--- src/sv/assert_macros.svh ---
// Assertion macros shared by the timer queue RTL.
// Include by bare file name; no other dependencies.
`ifndef ASSERT_MACROS_SVH
`define ASSERT_MACROS_SVH
`ifndef SYNTH
`define TSQ_ASSERT(lbl, cond) \
    lbl: assert property (@(posedge i_clk) disable iff (!i_rst_n) (cond)) \
        else $error("timer queue check failed");
`define TSQ_ASSERT_IMP(lbl, ante, cons) \
    lbl: assert property (@(posedge i_clk) disable iff (!i_rst_n) (ante) |-> (cons)) \
        else $error("timer queue check failed");
`else
`define TSQ_ASSERT(lbl, cond)
`define TSQ_ASSERT_IMP(lbl, ante, cons)
`endif
`endif

--- src/sv/tsq_pkg.sv ---
// Types and constants of the sorted timer queue.
// No dependencies.
package tsq_pkg;
    localparam int unsigned IdW = 4;
    localparam int unsigned DlW = 64;

    localparam logic [1:0] CMD_ARM    = 2'd0;
    localparam logic [1:0] CMD_DISARM = 2'd1;
    localparam logic [1:0] CMD_POP    = 2'd2;
    localparam logic [1:0] CMD_QUERY  = 2'd3;

    localparam logic [1:0] ST_OK        = 2'd0;
    localparam logic [1:0] ST_FULL      = 2'd1;
    localparam logic [1:0] ST_ARMED     = 2'd2;
    localparam logic [1:0] ST_NOT_ARMED = 2'd3;

    localparam logic [DlW-1:0] EMPTY_DL = {1'b0, {(DlW-1){1'b1}}};

    typedef struct packed {
        logic [DlW-1:0] dl;
        logic [IdW-1:0] id;
    } t_entry;
endpackage

--- src/sv/tsq_if.sv ---
// Channel interfaces of the timer queue: command in, result out.
// Depends on nothing.
interface tsq_in_if;
    logic               valid;
    logic               ready;
    logic [1:0]         cmd;
    logic [3:0]         timer_id;
    logic signed [63:0] deadline;
    logic signed [63:0] now_time;
    modport source (output valid, cmd, timer_id, deadline, now_time, input ready);
    modport sink   (input valid, cmd, timer_id, deadline, now_time, output ready);
endinterface

interface tsq_out_if;
    logic               valid;
    logic               ready;
    logic               was_armed;
    logic               popped_valid;
    logic [3:0]         popped_id;
    logic signed [63:0] earliest_deadline;
    logic [1:0]         status;
    modport source (output valid, was_armed, popped_valid, popped_id, earliest_deadline,
                    status, input ready);
    modport sink   (input valid, was_armed, popped_valid, popped_id, earliest_deadline,
                    status, output ready);
endinterface

--- src/sv/tsq_ram.sv ---
// Generic simple dual-port RAM, one write and one registered read port.
// No dependencies.
module tsq_ram #(
    parameter int unsigned WIDTH = 68,
    parameter int unsigned DEPTH = 16
) (
    input  logic                     i_clk,
    input  logic                     i_we,
    input  logic [$clog2(DEPTH)-1:0] i_waddr,
    input  logic [WIDTH-1:0]         i_wdata,
    input  logic [$clog2(DEPTH)-1:0] i_raddr,
    output logic [WIDTH-1:0]         o_rdata
);
    logic [WIDTH-1:0] r_mem [DEPTH];
    logic [WIDTH-1:0] r_rdata;

    // write port, registered read
    always_ff @(posedge i_clk) begin
        if (i_we) begin
            r_mem[i_waddr] <= i_wdata;
        end
        r_rdata <= r_mem[i_raddr];
    end

    assign o_rdata = r_rdata;
endmodule

--- src/sv/deadline_sorted_timer_queue_unit.sv ---
// Top level of the sorted timer queue: control, head register, armed map.
// Depends on tsq_pkg, tsq_if.sv, tsq_ram and assert_macros.svh.
//
//  channel | dir | transfer          | payload
//  i_in    | in  | valid & ready     | cmd, timer_id, deadline, now_time
//  o_out   | out | valid & ready     | was_armed, popped_valid, popped_id, ...
//
// Query and refused commands go straight to the result. Arm walks down from the tail,
// moving each later entry up one slot, writes the new entry and reloads the head.
// Disarm and pop walk the queue from the head, pulling later entries down, and reload
// the head unless the queue ends up empty. Each walk step is one RAM read and write.
// Reset clears occupancy, the armed map and the output; entries need none.
// A new command is taken while a result still waits; it finishes only once
// the output register is free.
`include "assert_macros.svh"
module deadline_sorted_timer_queue_unit #(
    parameter int unsigned TIMER_SLOTS = 16
) (
    input  logic      i_clk,
    input  logic      i_rst_n,
    tsq_in_if.sink    i_in,
    tsq_out_if.source o_out
);
    import tsq_pkg::*;

    localparam int unsigned AW = (TIMER_SLOTS > 1) ? $clog2(TIMER_SLOTS) : 1;
    localparam int unsigned CW = $clog2(TIMER_SLOTS + 1);
    localparam logic [CW-1:0] SLOTS_C = CW'(TIMER_SLOTS);

    typedef enum logic [6:0] {
        S_IDLE = 7'b0000001,
        S_RD   = 7'b0000010,
        S_WR   = 7'b0000100,
        S_NEW  = 7'b0001000,
        S_HRD  = 7'b0010000,
        S_HWR  = 7'b0100000,
        S_DONE = 7'b1000000
    } t_state;

    t_state            r_state, n_state;
    logic [CW-1:0]     r_occ, n_occ;
    logic [15:0]       r_armed, n_armed;
    logic [AW-1:0]     r_idx, n_idx;
    logic [AW-1:0]     r_last, n_last;
    logic              r_del, n_del;
    logic              r_found, n_found;
    t_entry            r_new, n_new;
    t_entry            r_head, n_head;
    logic              r_res_armed, n_res_armed;
    logic              r_res_pv, n_res_pv;
    logic [3:0]        r_res_pid, n_res_pid;
    logic [1:0]        r_res_st, n_res_st;
    logic              r_out_valid, n_out_valid;
    logic              r_o_armed, r_o_pv;
    logic [3:0]        r_o_pid;
    logic [DlW-1:0]    r_o_dl;
    logic [1:0]        r_o_st;

    logic              ram_we;
    logic [AW-1:0]     ram_waddr, ram_raddr;
    t_entry            ram_wdata, ram_rdata;
    logic              in_xfer, out_free, is_armed, due;

    tsq_ram #(.WIDTH($bits(t_entry)), .DEPTH(TIMER_SLOTS)) u_ram (
        .i_clk  (i_clk),
        .i_we   (ram_we),
        .i_waddr(ram_waddr),
        .i_wdata(ram_wdata),
        .i_raddr(ram_raddr),
        .o_rdata(ram_rdata)
    );

    assign i_in.ready = (r_state == S_IDLE);
    assign in_xfer    = i_in.valid && i_in.ready;
    assign out_free   = !r_out_valid || o_out.ready;
    assign is_armed   = r_armed[i_in.timer_id];
    assign due        = (r_occ != '0) && ($signed(r_head.dl) <= $signed(i_in.now_time));
    assign ram_raddr  = (r_state == S_HRD) ? '0 : r_idx;

    // command sequencer
    always_comb begin
        n_state = r_state; n_occ = r_occ; n_armed = r_armed; n_idx = r_idx;
        n_last = r_last; n_del = r_del; n_found = r_found; n_new = r_new;
        n_head = r_head; n_res_armed = r_res_armed; n_res_pv = r_res_pv;
        n_res_pid = r_res_pid; n_res_st = r_res_st;
        ram_we = 1'b0; ram_waddr = r_idx; ram_wdata = ram_rdata;
        unique case (r_state)
            S_IDLE: begin
                if (in_xfer) begin
                    n_res_armed = is_armed;
                    n_res_pv    = 1'b0;
                    n_res_pid   = '0;
                    n_res_st    = ST_OK;
                    n_state     = S_DONE;
                    n_new.dl    = i_in.deadline;
                    n_new.id    = i_in.timer_id;
                    n_found     = 1'b0;
                    n_last      = AW'(r_occ - CW'(1));
                    case (i_in.cmd)
                        CMD_ARM: begin
                            if (is_armed) begin
                                n_res_st = ST_ARMED;
                            end else if (r_occ >= SLOTS_C) begin
                                n_res_st = ST_FULL;
                            end else begin
                                n_del = 1'b0;
                                n_occ = r_occ + CW'(1);
                                n_armed[i_in.timer_id] = 1'b1;
                                n_idx = AW'(r_occ - CW'(1));
                                n_state = (r_occ == '0) ? S_NEW : S_RD;
                            end
                        end
                        CMD_DISARM: begin
                            if (!is_armed) begin
                                n_res_st = ST_NOT_ARMED;
                            end else begin
                                n_del = 1'b1;
                                n_new.id = i_in.timer_id;
                                n_occ = r_occ - CW'(1);
                                n_armed[i_in.timer_id] = 1'b0;
                                n_idx = '0;
                                n_state = S_RD;
                            end
                        end
                        CMD_POP: begin
                            if (due) begin
                                n_res_pv  = 1'b1;
                                n_res_pid = r_head.id;
                                n_del     = 1'b1;
                                n_new.id  = r_head.id;
                                n_occ     = r_occ - CW'(1);
                                n_armed[r_head.id] = 1'b0;
                                n_idx     = '0;
                                n_state   = S_RD;
                            end
                        end
                        default: ;
                    endcase
                end
            end
            S_RD: n_state = S_WR;
            S_WR: begin
                if (!r_del) begin
                    // insertion walks down from the tail
                    ram_we    = 1'b1;
                    ram_waddr = r_idx + AW'(1);
                    if ($signed(ram_rdata.dl) <= $signed(r_new.dl)) begin
                        ram_wdata = r_new;
                        n_state   = S_HRD;
                    end else if (r_idx == '0) begin
                        n_state = S_NEW;
                    end else begin
                        n_idx   = r_idx - AW'(1);
                        n_state = S_RD;
                    end
                end else begin
                    // removal: find the id, then pull later entries down
                    ram_we    = r_found;
                    ram_waddr = r_idx - AW'(1);
                    if (ram_rdata.id == r_new.id) begin
                        n_found = 1'b1;
                    end
                    if (r_idx == r_last) begin
                        n_state = S_HRD;
                    end else begin
                        n_idx   = r_idx + AW'(1);
                        n_state = S_RD;
                    end
                end
            end
            S_NEW: begin
                ram_we    = 1'b1;
                ram_waddr = '0;
                ram_wdata = r_new;
                n_state   = S_HRD;
            end
            S_HRD: n_state = (r_occ == '0) ? S_DONE : S_HWR;
            S_HWR: begin
                n_head  = ram_rdata;
                n_state = S_DONE;
            end
            S_DONE: begin
                if (out_free) begin
                    n_state = S_IDLE;
                end
            end
            default: n_state = S_IDLE;
        endcase
    end

    always_comb begin
        n_out_valid = r_out_valid;
        if (o_out.valid && o_out.ready) begin
            n_out_valid = 1'b0;
        end
        if (r_state == S_DONE && out_free) begin
            n_out_valid = 1'b1;
        end
    end

    // control state
    always_ff @(posedge i_clk) begin
        if (!i_rst_n) begin
            r_state     <= S_IDLE;
            r_occ       <= '0;
            r_armed     <= '0;
            r_out_valid <= 1'b0;
        end else begin
            r_state     <= n_state;
            r_occ       <= n_occ;
            r_armed     <= n_armed;
            r_out_valid <= n_out_valid;
        end
    end

    // working and result registers
    always_ff @(posedge i_clk) begin
        r_idx <= n_idx; r_last <= n_last; r_del <= n_del; r_found <= n_found;
        r_new <= n_new; r_head <= n_head;
        r_res_armed <= n_res_armed; r_res_pv <= n_res_pv;
        r_res_pid <= n_res_pid; r_res_st <= n_res_st;
        if (r_state == S_DONE && out_free) begin
            r_o_armed <= r_res_armed;
            r_o_pv    <= r_res_pv;
            r_o_pid   <= r_res_pid;
            r_o_dl    <= (r_occ == '0) ? EMPTY_DL : r_head.dl;
            r_o_st    <= r_res_st;
        end
    end

    assign o_out.valid             = r_out_valid;
    assign o_out.was_armed         = r_o_armed;
    assign o_out.popped_valid      = r_o_pv;
    assign o_out.popped_id         = r_o_pid;
    assign o_out.earliest_deadline = r_o_dl;
    assign o_out.status            = r_o_st;

    `TSQ_ASSERT(a_occ_matches_map, $countones(r_armed) == 32'(r_occ))
    `TSQ_ASSERT(a_occ_bound, r_occ <= SLOTS_C)
    `TSQ_ASSERT_IMP(a_done_waits, (r_state == S_DONE) && !out_free, ##1 (r_state == S_DONE))
endmodule

--- src/flat_wrapper.sv ---
// flat-port wrapper written by rule: the top's interface ports become plain ports
module deadline_sorted_timer_queue_unit_flat import tsq_pkg::*;
#(
    parameter int unsigned TIMER_SLOTS = 16
)
  (i_clk, i_rst_n, i_in_valid, i_in_cmd, i_in_timer_id, i_in_deadline, i_in_now_time, i_in_ready, o_out_valid, o_out_was_armed, o_out_popped_valid, o_out_popped_id, o_out_earliest_deadline, o_out_status, o_out_ready);
  tsq_in_if i_in_i ();
  tsq_out_if o_out_i ();
  input  logic i_clk;
  input  logic i_rst_n;
  input wire logic [$bits(i_in_i.valid)-1:0] i_in_valid;
  input wire logic [$bits(i_in_i.cmd)-1:0] i_in_cmd;
  input wire logic [$bits(i_in_i.timer_id)-1:0] i_in_timer_id;
  input wire logic [$bits(i_in_i.deadline)-1:0] i_in_deadline;
  input wire logic [$bits(i_in_i.now_time)-1:0] i_in_now_time;
  output wire logic [$bits(i_in_i.ready)-1:0] i_in_ready;
  output wire logic [$bits(o_out_i.valid)-1:0] o_out_valid;
  output wire logic [$bits(o_out_i.was_armed)-1:0] o_out_was_armed;
  output wire logic [$bits(o_out_i.popped_valid)-1:0] o_out_popped_valid;
  output wire logic [$bits(o_out_i.popped_id)-1:0] o_out_popped_id;
  output wire logic [$bits(o_out_i.earliest_deadline)-1:0] o_out_earliest_deadline;
  output wire logic [$bits(o_out_i.status)-1:0] o_out_status;
  input wire logic [$bits(o_out_i.ready)-1:0] o_out_ready;
  assign i_in_i.valid = i_in_valid;
  assign i_in_i.cmd = i_in_cmd;
  assign i_in_i.timer_id = i_in_timer_id;
  assign i_in_i.deadline = i_in_deadline;
  assign i_in_i.now_time = i_in_now_time;
  assign i_in_ready = i_in_i.ready;
  assign o_out_valid = o_out_i.valid;
  assign o_out_was_armed = o_out_i.was_armed;
  assign o_out_popped_valid = o_out_i.popped_valid;
  assign o_out_popped_id = o_out_i.popped_id;
  assign o_out_earliest_deadline = o_out_i.earliest_deadline;
  assign o_out_status = o_out_i.status;
  assign o_out_i.ready = o_out_ready;
  deadline_sorted_timer_queue_unit #(.TIMER_SLOTS(TIMER_SLOTS)) u_core (.i_clk(i_clk), .i_rst_n(i_rst_n), .i_in(i_in_i), .o_out(o_out_i));
endmodule
--- config.mk ---
export PLATFORM = sky130hd
export DESIGN_NAME = deadline_sorted_timer_queue_unit_flat
export DESIGN_NICKNAME = d
export VERILOG_FILES = /design/src/sv/tsq_pkg.sv /design/src/sv/tsq_if.sv /design/src/sv/tsq_ram.sv /design/src/sv/deadline_sorted_timer_queue_unit.sv /design/src/flat_wrapper.sv
export VERILOG_INCLUDE_DIRS = /design/src /design/src/sv
export SDC_FILE = /design/constraint.sdc
export NUM_CORES = 2
export LEC_CHECK = 0
export ABC_CLOCK_PERIOD_IN_PS = 9600
export BUFFER_PORTS_ARGS = -buffer_cell sky130_fd_sc_hd__buf_4
export CORE_ASPECT_RATIO = 2
export CORE_MARGIN = 4
export CORE_UTILIZATION = 35
export DETAILED_ROUTE_END_ITERATION = 12
export HOLD_SLACK_MARGIN = 0.12
export SYNTH_ARGS = -nofsm -noshare
export SYNTH_HDL_FRONTEND = slang
export SYNTH_HIERARCHICAL = 1
export SYNTH_SLANG_ARGS = --single-unit
--- constraint.sdc ---
create_clock -name i_clk -period 9.6 [get_ports i_clk]
set_clock_uncertainty 0.05 [all_clocks]
set_input_delay 1.44 -clock i_clk [delete_from_list [all_inputs] [get_ports i_clk]]
set_output_delay 1.44 -clock i_clk [all_outputs]
set_load 0.02 [all_outputs]
==> results.txt <==
status: finished clean
global placer's final weighted congestion: 0.837
row count: 207
cts bufs inserted: 130
Period minus WS final: 5.95 ns
Fmax achieved: 168 MHz
GR peak layer: met2
final setup fails: 0
YS warnings: 6
Fin Hold WS: 0.377 ns
total congestion overflow: 0
Slew HR: 0.267
total power: 0.0139 W
WL per Instance: 27.0 um
via count: 29400
Initial Util: 0.352
setup bufs post-CTS: 0
first-pass GRT wire length: 212000 um
startpoint types: flop
root buffer cell: clkbuf_16
Die Area: 167000 um^2
share of post-route cells with drive strength above 1: 0.252
crit path DAT: 6.31 ns
CP max-delay cell: nor4_1
fin area: 64600 um^2
number of global-route vias before repair: 30400
crit end category: flop
Mapped Cells: 2990
share of synthesized flip-flops with an asynchronous set or reset: 0
CP Buf/Inv Count: 1
Final Max Tran Viols: 0
IO Port Bufs: 211
drt total wl: 147000 um
Req. time, crit path: 9.96 ns
Reg2Reg Setup Slack: 3.65 ns
Multi-input gate area: 13700 um^2
final hold violation count: 0
Layout area overhead: 15.0%
CP top delay family: simple AND/OR/NAND/NOR gates
FF+latch area: 41400 um^2
RSZ-0062 raised after global routing: no
GR Layer Usage met2: 0.298
CTS tree: yes
post-route setup TNS: 0 ns
clock sinks: 1411
EDFF count, synth: 1314
H-tree depth: 4
Post-DRT Antenna Nets: 0
post-synthesis sequential area ratio: 0.737
peak supply drop: 0.142 mV
hold_buf cts: 0
first-pass iteration count of the detailed router: 8
HPWL after detailed placement: 82200 um
HP Class: reg -> reg
Post-Syn Nets: 3265
worst-path fanout max: 68
final worst-path cycle share: 0.619
Longest Clk Path Bufs: 3
initial antenna violation count: 5
CP Class: reg -> reg
met3 usage: 0.0247
io pins: 212
drc violations: 0
cell chain of the critical path: inv_1, ha_1, nand2_1, nor4_1, nand4_1, a31oi_1, a2111oi_4, mux2i_1, nand2_8, mux2_1
fin cells: 5448
Reg clk slew, reported paths: 0.07 ns
post-cts sizing count: 0
synth unique cells: 75
Worst Tran Pin Value: 1.10 ns
Synth Register Bits: 1411
max cap viols: 0
placed cell area: 60400 um^2
Core Area: 159000 um^2
Syn Area/Cell: 18.8 um^2
Die Y: 574 um
placed cell count: 5206
Final nets: 3523
FILL cells: 14200
GRT Total Usage: 0.173
main flop type after synthesis: edfxtp_1
DR vias/cell: 5.40
grt met1 use: 0.227
Worst-Skew Late Latency: 0.75 ns
die width: 291 um
initial detailed-routing violation count: 2346
PwrDens: 215 nW/um^2
Max stage delay on crit path: 0.89 ns
pin count of the biggest net entering global routing: 145
leakage power: 21.6 nW
Mapped Area: 56100 um^2
==> worst paths after layout <==
check / end / from / cells after the start
worst min-delay path: u_core/o_out.status[1] / u_core/r_res_st[1] / 0
worst max-delay path: u_core/u_ram/r_mem[3][26] / u_core/r_new[67] / 10
worst max register to register: u_core/u_ram/r_mem[3][26] / u_core/r_new[67] / 10
worst min register to register: u_core/o_out.status[1] / u_core/r_res_st[1] / 0
==> synthesized netlist by cell type (all sizes together) (16+ instances only) <==
library cell	count	area share
edfxtp	1314	0.70
dfxtp	97	0.035
inv	157	0.010
mux4	277	0.11
nor2	52	0.0035
nor2b	16	0.0018
nor3	30	0.0028
o31ai	20	0.0027
nand2	126	0.0085
nand3	45	0.0040
o21ai	31	0.0028
nand2b	79	0.0088
clkbuf	84	0.0056
nor4	21	0.0025
a22oi	137	0.018
mux2	65	0.013
ha	137	0.031
buf	55	0.0056
a21oi	69	0.0062
nand4	30	0.0033
==> flip-flops by register name, indices dropped and copies added, names as in the netlist, 5 cells and up <==
register / count
u_core/r_new: 68
u_core/r_state: 7
u_core/r_head: 68
u_core/o_out.earliest_deadline: 64
u_core/u_ram/o_rdata: 68
u_core/u_ram/r_mem: 1088
u_core/r_armed: 16
u_core/r_occ: 5
==> layer usage <==
layer | routed length (um) | share of wire
met1 | 59600 | 0.41
met3 | 9030 | 0.061
met2 | 74800 | 0.51
met5 | 0 | 0
met4 | 3580 | 0.024
==> placed cells by master (no fill, tap or decap), drive strengths merged, types with 4 or more instances in the layout <==
cell type  synthesis  routed
a211oi            11      11
a21o              12      12
a21oi             69      69
a22oi            137     137
a31oi             15      15
and2               7       7
and3               4       4
buf               55     265
bufinv             0       7
clkbuf            84     181
clkinv             1      39
dfxtp             97      97
edfxtp          1314    1314
ha               137     137
inv              157     169
mux2              65      65
mux2i              5       5
mux4             277     277
nand2            126     126
nand2b            79      79
nand3             45      45
nand3b             5       5
nand4             30      30
nor2              52      52
nor2b             16      16
nor3              30      30
nor4              21      21
o211ai             4       4
o21ai             31      31
o31ai             20      20
o32ai              4       4
o41ai              4       4
or2                7       7
or3                7       7
xnor2              5       5
xor2               9       9
==> per-stage QoR <==
step | setup slack, ns | utilization
detailed placement | 3.26 | 0.379
floorplan | 2.48 | -
global placement | 3.39 | 0.379
global route | 3.48 | 0.405
CTS | 3.57 | 0.405
finish | 3.65 | 0.405
==> worst reg2reg max path, cell delays in order (launching register included) <==
cell       delay (ns)
edfxtp_1         0.35
inv_1            0.05
ha_1             0.52
nand2_1          0.14
nor4_1           0.89
nand4_1          0.67
a31oi_1          0.68
a2111oi_4        0.13
mux2i_1          0.68
nand2_8          0.70
mux2_1           0.77
==> power by group <==
| group | switching, W | internal [W] | total (W) |
|---|---|---|---|
| clock | 0.00228 | 0.00286 | 0.00515 |
| sequential | 0.000136 | 0.00715 | 0.00728 |
| combinational | 0.000935 | 0.000498 | 0.00143 |
| total | 0.00335 | 0.0105 | 0.0139 |
==> cell type report <==
| cell class | instances | share of cell area |
|---|---|---|
| clock inverters | 59 | 0.00882 |
| clock buffers | 181 | 0.0562 |
| flip-flops and latches | 1411 | 0.641 |
| diodes | 2 | 0.0000775 |
| inverters | 158 | 0.00923 |
| multi-input cells | 1282 | 0.212 |
| repair buffers | 265 | 0.0314 |
| well taps | 2090 | 0.0405 |
==> cell families (layout without fill, tap and decap cells) <==
kind of cell               after synthesis  after routing  synth area share
DFF                                   1411           1411             0.737
other                                    0              2                 0
and+or+nand+nor                        442            442            0.0406
adders and majority gates              137            137            0.0305
AOI/OAI and AO/OA                      342            342            0.0426
buffers and inverters                  297            663            0.0218
xor gates and xnor gates                14             14           0.00218
muxes                                  347            347             0.125
No activity file was read; power rests on OpenSTA's default activity.
